===== src/rtl/core/minibatch_optimizer_update_assert.svh =====
// Assertion macros for the optimizer update engine.
`ifndef MINIBATCH_OPTIMIZER_UPDATE_ASSERT_SVH
`define MINIBATCH_OPTIMIZER_UPDATE_ASSERT_SVH

// Same-cycle implication, disabled while in reset.
`define MBOPT_ASSERT_NOW(label, ante, cons) \
  label: assert property (@(posedge clk) disable iff (!rst_n) (ante) |-> (cons)) \
    else $error("mbopt: same-cycle check failed");

// Next-cycle implication, disabled while in reset.
`define MBOPT_ASSERT_NEXT(label, ante, cons) \
  label: assert property (@(posedge clk) disable iff (!rst_n) (ante) |=> (cons)) \
    else $error("mbopt: next-cycle check failed");

`endif


===== src/rtl/core/mbopt_pkg.sv =====
// Types, constants and helpers shared by the optimizer update engine.
package mbopt_pkg;

  // Fixed-point format
  localparam int FRAC_BITS = 24;
  localparam int DATA_W    = 32;
  localparam int COEF_W    = 24;
  localparam int BATCH_W   = 13;
  localparam int CFG_W     = 24;
  localparam int CFG_IDX_W = 3;
  localparam int STEP_W    = 20;
  localparam int IDX_W     = 12;

  // Product path: 33 x 33 signed
  localparam int MOP_W  = DATA_W + 1;
  localparam int WIDE_W = 2 * MOP_W;

  // Divide / root unit
  localparam int MAG_W       = DATA_W + FRAC_BITS;
  localparam int DVD_W       = MAG_W + 1;
  localparam int DVS_W       = 29;
  localparam int REM_W       = DVS_W + 3;
  localparam int ROOT_W      = MAG_W / 2;
  localparam int DIV_STEPS   = MAG_W;
  localparam int SQRT_STEPS  = MAG_W / 2;
  localparam int CNT_W       = $clog2(DIV_STEPS + 1);

  typedef logic signed [WIDE_W-1:0] wide_t;
  typedef logic signed [DATA_W-1:0] data_t;
  typedef logic signed [MOP_W-1:0]  mop_t;
  typedef logic [COEF_W:0]          coef_t;

  localparam coef_t ONE_Q    = coef_t'(1) << FRAC_BITS;
  localparam wide_t HALF_W   = wide_t'(1) << (FRAC_BITS - 1);
  localparam wide_t SAT_MAX  = wide_t'(64'sd2147483647);
  localparam wide_t SAT_MIN  = -wide_t'(64'sd2147483648);

  // Configuration register indexes
  typedef enum logic [CFG_IDX_W-1:0] {
    REG_MODE  = 3'd0,
    REG_LR    = 3'd1,
    REG_WD    = 3'd2,
    REG_MOM   = 3'd3,
    REG_BETA1 = 3'd4,
    REG_BETA2 = 3'd5,
    REG_EPS   = 3'd6,
    REG_BATCH = 3'd7
  } cfg_reg_t;

  // Optimizer modes (the unused code runs as decoupled-decay Adam)
  typedef enum logic [1:0] {
    MODE_SGD   = 2'd0,
    MODE_ADAM  = 2'd1,
    MODE_ADAMW = 2'd2,
    MODE_SPARE = 2'd3
  } opt_mode_t;

  // Item opcodes
  typedef enum logic {
    OP_LOAD = 1'b0,
    OP_GRAD = 1'b1
  } item_op_t;

  // Per-parameter storage row
  typedef struct packed {
    data_t w;
    data_t acc;
    data_t m1;
    data_t m2;
  } mem_entry_t;

  // Main sequencer
  typedef enum logic [4:0] {
    S_IDLE, S_ACC, S_GDIV0, S_GDIV, S_WD, S_WDR,
    S_SGD1, S_SGD2,
    S_ADM1, S_ADM2, S_ADM3, S_ADM4, S_ADM5, S_ADM6,
    S_PINIT, S_PM, S_PS, S_PB,
    S_CDIV0, S_CDIV, S_SQ0, S_SQ, S_RDIV0, S_RDIV,
    S_DECAY, S_WUPD, S_WFIN, S_DONE
  } opt_state_t;

  // Divide / root unit sequencer
  typedef enum logic [1:0] {
    DSQ_IDLE, DSQ_RUN, DSQ_FIN
  } dsq_state_t;

  typedef struct packed {
    logic start;
    logic is_sqrt;
  } dsq_req_t;

  typedef struct packed {
    logic busy;
    logic done;
  } dsq_sts_t;

  // Clip to the 32-bit signed range
  function automatic data_t sat32(input wide_t x);
    data_t r;
    if (x > SAT_MAX)      r = data_t'(SAT_MAX);
    else if (x < SAT_MIN) r = data_t'(SAT_MIN);
    else                  r = data_t'(x);
    return r;
  endfunction

  function automatic logic clips(input wide_t x);
    return (x > SAT_MAX) || (x < SAT_MIN);
  endfunction

  // Coefficient register capped at one
  function automatic coef_t coef(input logic [COEF_W-1:0] r);
    coef_t c;
    c = {1'b0, r};
    return (c > ONE_Q) ? ONE_Q : c;
  endfunction

  function automatic mop_t mop_c(input coef_t c);
    return mop_t'($signed({1'b0, c}));
  endfunction

  function automatic mop_t mop_v(input data_t v);
    return mop_t'(v);
  endfunction

endpackage


===== src/rtl/core/mbopt_divsqrt.sv =====
// Bit-serial signed divider and integer square root, one bit per cycle.
module mbopt_divsqrt (
  input  logic                                   clk,
  input  logic                                   rst_n,
  input  mbopt_pkg::dsq_req_t                    req,
  input  logic signed [mbopt_pkg::DVD_W-1:0]     dividend,
  input  logic [mbopt_pkg::DVS_W-1:0]            divisor,
  output mbopt_pkg::dsq_sts_t                    sts,
  output logic signed [mbopt_pkg::DVD_W-1:0]     result
);

  mbopt_pkg::dsq_state_t state_r, state_nxt;

  logic [mbopt_pkg::MAG_W-1:0] mag_r, mag_nxt;
  logic [mbopt_pkg::MAG_W-1:0] q_r, q_nxt;
  logic [mbopt_pkg::REM_W-1:0] rem_r, rem_nxt;
  logic [mbopt_pkg::DVS_W-1:0] dvs_r;
  logic [mbopt_pkg::CNT_W-1:0] cnt_r;
  logic                        neg_r;
  logic                        sqrt_r;

  logic [mbopt_pkg::REM_W-1:0] rem_sh;
  logic [mbopt_pkg::REM_W-1:0] trial;
  logic [mbopt_pkg::DVD_W-1:0] dvd_abs;

  // Next state
  always_comb begin
    state_nxt = state_r;
    unique case (state_r)
      mbopt_pkg::DSQ_IDLE: if (req.start) state_nxt = mbopt_pkg::DSQ_RUN;
      mbopt_pkg::DSQ_RUN:  if (cnt_r == mbopt_pkg::CNT_W'(1)) state_nxt = mbopt_pkg::DSQ_FIN;
      mbopt_pkg::DSQ_FIN:  state_nxt = mbopt_pkg::DSQ_IDLE;
      default:             state_nxt = mbopt_pkg::DSQ_IDLE;
    endcase
  end

  // Status outputs
  always_comb begin
    sts.busy = (state_r != mbopt_pkg::DSQ_IDLE);
    sts.done = (state_r == mbopt_pkg::DSQ_FIN);
    result   = neg_r ? -$signed({1'b0, q_r}) : $signed({1'b0, q_r});
  end

  // One restoring step: one quotient bit or one root bit
  always_comb begin
    dvd_abs = dividend[mbopt_pkg::DVD_W-1] ? $unsigned(-dividend) : $unsigned(dividend);
    if (sqrt_r) begin
      rem_sh  = {rem_r[mbopt_pkg::REM_W-3:0], mag_r[mbopt_pkg::MAG_W-1 -: 2]};
      trial   = {q_r[mbopt_pkg::REM_W-3:0], 2'b01};
      mag_nxt = mag_r << 2;
    end else begin
      rem_sh  = {rem_r[mbopt_pkg::REM_W-2:0], mag_r[mbopt_pkg::MAG_W-1]};
      trial   = mbopt_pkg::REM_W'(dvs_r);
      mag_nxt = mag_r << 1;
    end
    if (rem_sh >= trial) begin
      rem_nxt = rem_sh - trial;
      q_nxt   = {q_r[mbopt_pkg::MAG_W-2:0], 1'b1};
    end else begin
      rem_nxt = rem_sh;
      q_nxt   = {q_r[mbopt_pkg::MAG_W-2:0], 1'b0};
    end
  end

  always_ff @(posedge clk) begin
    if (!rst_n) begin
      state_r <= mbopt_pkg::DSQ_IDLE;
    end else begin
      state_r <= state_nxt;
    end
  end

  // Operand and iteration registers
  always_ff @(posedge clk) begin
    if (state_r == mbopt_pkg::DSQ_IDLE && req.start) begin
      mag_r  <= dvd_abs[mbopt_pkg::MAG_W-1:0];
      neg_r  <= dividend[mbopt_pkg::DVD_W-1] & ~req.is_sqrt;
      sqrt_r <= req.is_sqrt;
      dvs_r  <= divisor;
      rem_r  <= '0;
      q_r    <= '0;
      cnt_r  <= req.is_sqrt ? mbopt_pkg::CNT_W'(mbopt_pkg::SQRT_STEPS)
                            : mbopt_pkg::CNT_W'(mbopt_pkg::DIV_STEPS);
    end else if (state_r == mbopt_pkg::DSQ_RUN) begin
      mag_r <= mag_nxt;
      rem_r <= rem_nxt;
      q_r   <= q_nxt;
      cnt_r <= cnt_r - mbopt_pkg::CNT_W'(1);
    end
  end

endmodule


===== config.mk =====
export PLATFORM = sky130hd
export DESIGN_NAME = mbopt_divsqrt
export DESIGN_NICKNAME = d
export VERILOG_FILES = /design/src/rtl/core/minibatch_optimizer_update_assert.svh /design/src/rtl/core/mbopt_pkg.sv /design/src/rtl/core/mbopt_divsqrt.sv
export SDC_FILE = /design/constraint.sdc
export NUM_CORES = 1
export LEC_CHECK = 0
export BUFFER_PORTS_ARGS = -buffer_cell sky130_fd_sc_hd__buf_4
export CELL_PAD_IN_SITES_DETAIL_PLACEMENT = 1
export CELL_PAD_IN_SITES_GLOBAL_PLACEMENT = 1
export CORE_ASPECT_RATIO = 0.6
export CORE_MARGIN = 2
export CORE_UTILIZATION = 30
export DETAILED_ROUTE_END_ITERATION = 10
export GPL_ROUTABILITY_DRIVEN = 1
export GPL_TIMING_DRIVEN = 0
export PLACE_DENSITY = 0.66
export SKIP_CTS_REPAIR_TIMING = 1
export SKIP_LAST_GASP = 1
export SLEW_MARGIN = 40
export SYNTH_ARGS = -nofsm -noshare
export SYNTH_HDL_FRONTEND = slang
export SYNTH_SLANG_ARGS = --single-unit

===== constraint.sdc =====
create_clock -name clk -period 5.97 [get_ports clk]
set_input_delay 1.194 -clock clk [delete_from_list [all_inputs] [get_ports clk]]
set_output_delay 1.194 -clock clk [all_outputs]
set_load 0.02 [all_outputs]

# ---- Word-level counts from Yosys, hierarchy flattened
# Cells that the tools add are included.
dict set report op_classes {
  addsub 4
  order_cmp 1
  eq_ne 5
  muxes 15
  bitwise_logic 2
  reduce_logical 5
}
# operator count
set ops {}
lappend ops {{$mux W56} 4}
lappend ops {{$mux W32} 2}
lappend ops {{$mux W57} 1}
lappend ops {{$neg A56 Y57} 1}
lappend ops {{$neg A56 Y56} 1}
lappend ops {{$ge A32 B32 Y1} 1}
lappend ops {{$mux W31} 1}
lappend ops {{$sub A31 B31 Y31} 1}
lappend ops {{$mux W6} 3}
lappend ops {{$eq A6 B1 Y1 const B} 1}
lappend ops {{$sub A6 B1 Y6 const B} 1}
lappend ops {{$mux W2} 2}
lappend ops {{$ne A2 B2 Y1 const B} 2}
lappend ops {{$pmux W2 S2} 1}
lappend ops {{$reduce_bool A2 Y1} 2}
lappend ops {{$eq A2 B1 Y1 const B} 1}
lappend ops {{$eq A2 B2 Y1 const B} 1}
lappend ops {{$logic_not A2 Y1} 1}
lappend ops {{$reduce_and A2 Y1} 1}
lappend ops {{$and A1 B1 Y1} 1}
lappend ops {{$logic_and A1 B1 Y1} 1}
lappend ops {{$mux W1} 1}
lappend ops {{$not A1 Y1} 1}
dict set report word_totals {
  ff_bits 182
  inputBits 90
  output_inout_bits 59
}

# ---- Logic depth before layout (Yosys ltp)
dict set report depth {
  ltp_word 3
  ltp_mapped 17
  ltp_nobuf 12
}

# ---- Least setup slack after synthesis
# OpenSTA, ideal clock, no wires.
dict set report synth_timing {
  kind {register -> register}
  startpoint {reg sqrt_r}
  endpoint {reg rem_r[0] (netlist name)}
  setup_ps 117
  t_arrival_ps 4588
  setup_slack_ps 1265
  stages_incl_launch_ff 18
  period_less_slack_ps 4705
  path_cell_list {edfxtp_1 -> buf_1 -> clkbuf_1 -> buf_1 -> clkbuf_1 -> mux2i_1 -> ha_1 -> clkbuf_1 -> nand3_1 -> or2_2 -> nor4_1 -> a211oi_1 -> a211oi_1 -> or2_2 -> clkbuf_1 -> buf_2 -> nand2_1 -> a32o_1}
}
dict set report synth_between {
  elab_chain_len 3
  word_cells_on_any_way 5
}
# item line
set synth_lines {}
lappend synth_lines {{from (decl)} mbopt_divsqrt.sv:20} ;# logic sqrt_r;
lappend synth_lines {{from (signal assigned)} mbopt_divsqrt.sv:78} ;# sqrt_r <= req.is_sqrt;
lappend synth_lines {{$mux W32} mbopt_divsqrt.sv:47} ;# if (sqrt_r) begin
lappend synth_lines {{$sub A31 B31 Y31 / $ge A32 B32 Y1 (equally long branches)} {mbopt_divsqrt.sv:57, mbopt_divsqrt.sv:56}}
lappend synth_lines {{$mux W31 *} mbopt_divsqrt.sv:56} ;# if (rem_sh >= trial) begin
lappend synth_lines {{to (signal assigned)} mbopt_divsqrt.sv:86} ;# rem_r <= rem_nxt;
lappend synth_lines {{to (decl)} mbopt_divsqrt.sv:16} ;# logic [mbopt_pkg::REM_W-1:0] rem_r, rem_nxt;
# Every way passes the cells marked *; elsewhere a longest branch is shown, timed or not.
# A chain may end at the register's enable or synchronous reset.

# ---- Worst setup path after layout
dict set report layout_timing {
  startpoint {reg sqrt_r}
  endpoint {reg rem_r[11] (netlist name)}
}
# The elaborated chain is that of the path after synthesis.

==> run_results.csv <==
group,metric,value,unit
run_status,status,"completed",
synth,synth_top_area_frac,0.229,
die,fp.dieH,160,µm
clock_tree,clock_latency,0.45,ns
grt,grt_pass1_wl,66700,µm
setup_path,end_kind,"flip-flop",
sta,hold_ws,0.487,ns
power,internal_power,3.27,mW
die,core_area,40300,µm²
synth,muxShareOfSynthArea,0.101,
sta,tightest_slew,0.857,ns
setup_path,cp.arrival,5.66,ns
power,p_clk_frac,0.206,
placed_design,hpwlAfterDp,33500,µm
placed_design,dp_slack,-1.02,ns
power,p_leak,5.75,nW
setup_path,r2r_cells,17,
placed_design,portBuffers,147,
placed_design,dp_cells,2059,
clock_tree,cts_root_buf,"clkbuf_16",
routing,ant_nets,0,
synth,synth_nets,1507,
setup_path,max_stage_delay,0.50,ns
setup_path,rr_endpoint,"rem_r[11]",
sta,fin_skew,0.0115,ns
sta,fmax,186,MHz
routing,wl,43200,µm
sta,slew_headroom,0.429,
grt,grt_remaining_overflow,0,
setup_path,critPathTopFamily,"buffers and inverters",
clock_tree,cts_buffer_depth,2,
setup_path,cp_cell_sequence,"buf_12 > clkbuf_2 > clkbuf_2 > clkbuf_2 > mux2i_1 > ha_1 > clkbuf_1 > nand3_1 > or2_2 > nor4_1 > a211oi_1 > a211oi_2 > or2_2 > clkbuf_1 > buf_2 > mux2i_1 > a211oi_1",
synth,synthAdderAreaFrac,0.0386,
synth,ys_async_sr_fraction,0,
routing,post_drt_wl_per_cell,20.6,µm
setup_path,critPathLaunchType,"flip-flop",
synth,ys_top_cells_by_area,"edfxtp_1, dfxtp_1, xnor2_1, mux2i_1, nand2_1",
setup_path,crit_top_cell,"clkbuf_2",
clock_tree,clkTransAtPathRegs,0.07,ns
clock_tree,cts_max_level,4,
hold_path,min_path_cells,2,
power,seqPwrFrac,0.287,
routing,vias,11100,
sta,grt_setup_unrepaired,"false",
sta,period_minus_slack,5.36,ns
synth,synthDistinctLibCells,62,
clock_tree,cts_tree,"built",
clock_tree,clock_sinks,182,
final_layout,diodes,0,
hold_path,hold_end,"rem_r[30]",
power,swShare,0.418,
final_layout,fin_nets,1677,
grt,grt_max_degree,41,
final_layout,final_util,0.363,
grt,first_global_vias,11300,
power,p_switching,2.35,mW
grt,gr-usage-all-layers,0.203,
routing,dr.pass1.iters,5,
setup_path,critPathKind,"flip-flop to flip-flop",
synth,syn_area_per_cell,8.84,µm²
power,p_total,5.61,mW
final_layout,final-instance-count-excl-fill,2094,
clock_tree,cts_inserted_buffers,17,
setup_path,r2r-start,"sqrt_r",
synth,yosys_most_used_dff,"edfxtp_1",
setup_path,critPathBufInv,7,
sta,fin_crit_sh,0.898,
power,ir_worst_vdd,0.235,mV
die,dieArea,42400,µm²
placed_design,gp_congestion,0.864,
synth,yosysSeqAreaShare,0.375,
setup_path,crit_slowest_cell,"a211oi_2",
routing,viasPerCell,5.32,
synth,synth_cells,1380,
setup_path,regToRegSetupSlack,0.61,ns
synth,synth_top_family_by_area,"compound AO/OA/AOI/OAI gates",
synth,yosysWarningCount,0,
synth,yosys.area_share.xor_xnor,0.0976,
sta,slew_violations,0,
hold_path,min_path_type,"flip-flop to flip-flop",
synth,synth_edf_count,93,
routing,drt_iter0_markers,874,
synth,synth_compound_area_frac,0.187,
final_layout,area_growth,19.9,%
job,cap_violations,0,
synth,yosys_register_bits,182,
synth,yosys.area_share.simple,0.163,
die,die_x,264,µm
grt,antenna_found_initial,0,
synth,synth_area_leader_cell,"edfxtp_1",
synth,netlist_area,12200,µm²
hold_path,hp-start,"rem_r[30]",
die,row_count,57,
sta,setup_ws,0.606,ns
die,start_util,0.303,
power,power.density,384,nW/µm²
routing,drcViolationCount,0,
setup_path,critPathMaxFanout,10,
die,io_pins,149,
final_layout,drive_above_1_share,0.154,
sta,setup_viol,0,
power,p_comb_frac,0.507,
setup_path,cp.required,6.27,ns
sta,hold_viol,0,
## synthesized netlist by cell type, types with 4 or more instances
cell type,count
a21o_1,25
o21ai_0,165
nand4_1,9
xor2_1,21
or4_1,15
and2_1,6
nand2b_1,8
o41ai_1,18
o21ai_1,9
nand3_1,24
a211oi_1,17
clkbuf_1,76
o31a_1,5
nor3_1,13
nor2_1,38
o211ai_1,4
xnor2_1,115
a21oi_1,61
a32oi_1,9
edfxtp_1,93
dfxtp_1,89
nor4_1,8
and3_1,6
or3_1,24
inv_1,21
mux2_2,31
or2_2,6
or2_1,4
o21bai_1,5
ha_1,36
mux2i_1,88
o21a_1,4
nor2b_1,17
o31ai_1,35
nand2_1,221
buf_1,15
## registers in the layout (all words and copies together) (netlist names)
signal	count
neg_r	1
cnt_r	6
mag_r	56
rem_r	31
dvs_r	29
state_r	2
sqrt_r	1
q_r	56
## power groups by stage
stage	clock network [mW]	logic [mW]	registers [mW]
2_1_floorplan	0	1.89	1.59
3_3_place_gp	0	2.73	1.63
3_5_place_dp	0	2.78	1.63
4_1_cts	1.17	2.81	1.61
5_1_grt	1.22	3.10	1.63
6_report	1.16	2.85	1.61
## logic make-up (layout without fill, tap and decap cells)
group / Yosys count / count (layout)
AO/OA/AOI/OAI: 373 / 373
AND/OR/NAND/NOR: 415 / 415
flip-flops: 182 / 182
XOR/XNOR: 136 / 136
buffers and inverters: 118 / 301
adder cells (fa/ha/maj): 37 / 37
multiplexers: 119 / 119
## cells in the final DEF (no fill, tap or decap), types with 31 or more instances in the layout
| cell | n |
|---|---|
| a21oi_1 | 61 |
| nand2_1 | 221 |
| nor2_1 | 38 |
| xnor2_1 | 115 |
| o31ai_1 | 34 |
| edfxtp_1 | 93 |
| ha_1 | 36 |
| mux2_2 | 31 |
| dfxtp_1 | 89 |
| mux2i_1 | 88 |
| clkbuf_1 | 77 |
| buf_4 | 151 |
| o21ai_0 | 165 |
## layout make-up
| type | count | area, µm² |
|---|---|---|
| Inverter | 21 | 81.3 |
| Fill cell | 4721 | 25700 |
| Clock buffer | 25 | 518 |
| Buffer | 96 | 385 |
| Timing Repair Buffer | 152 | 1170 |
| Multi-Input combinational cell | 1080 | 7180 |
| Clock inverter | 7 | 67.6 |
| Sequential cell | 182 | 4570 |
| Tap cell | 531 | 664 |
## tightest hold or removal path, stage by stage, from the launching register on
cell and delay [ns]:
dfxtp_1 0.33, a32oi_1 0.06, o21ai_0 0.07
## metal layers
metal	routed length, µm	GRT usage	vias up
met5	0	0	-
met4	669	0.0460	0
met3	1690	0.0313	31
met2	18600	0.301	209
met1	22300	0.307	5559
li1	-	-	5343
## through the flow
step / cell area [µm²] / setup TNS, ns
after global placement: 14000 / -28.11
after floorplan: 12200 / 0
after global routing: 14600 / 0
after CTS: 14600 / -31.04
final: 14600 / 0
after detailed placement: 14000 / -28.84
## how the worst max path moves through the flow
stage            from  cells after the start   endpoint
3_3_place_gp   sqrt_r                     17  rem_r[17]
2_1_floorplan  sqrt_r                     17   rem_r[0]
5_1_grt        sqrt_r                     17  rem_r[17]
6_report       sqrt_r                     17  rem_r[11]
3_5_place_dp   sqrt_r                     17  rem_r[11]
4_1_cts        sqrt_r                     17  rem_r[11]
(Power assumes the default switching activity.)
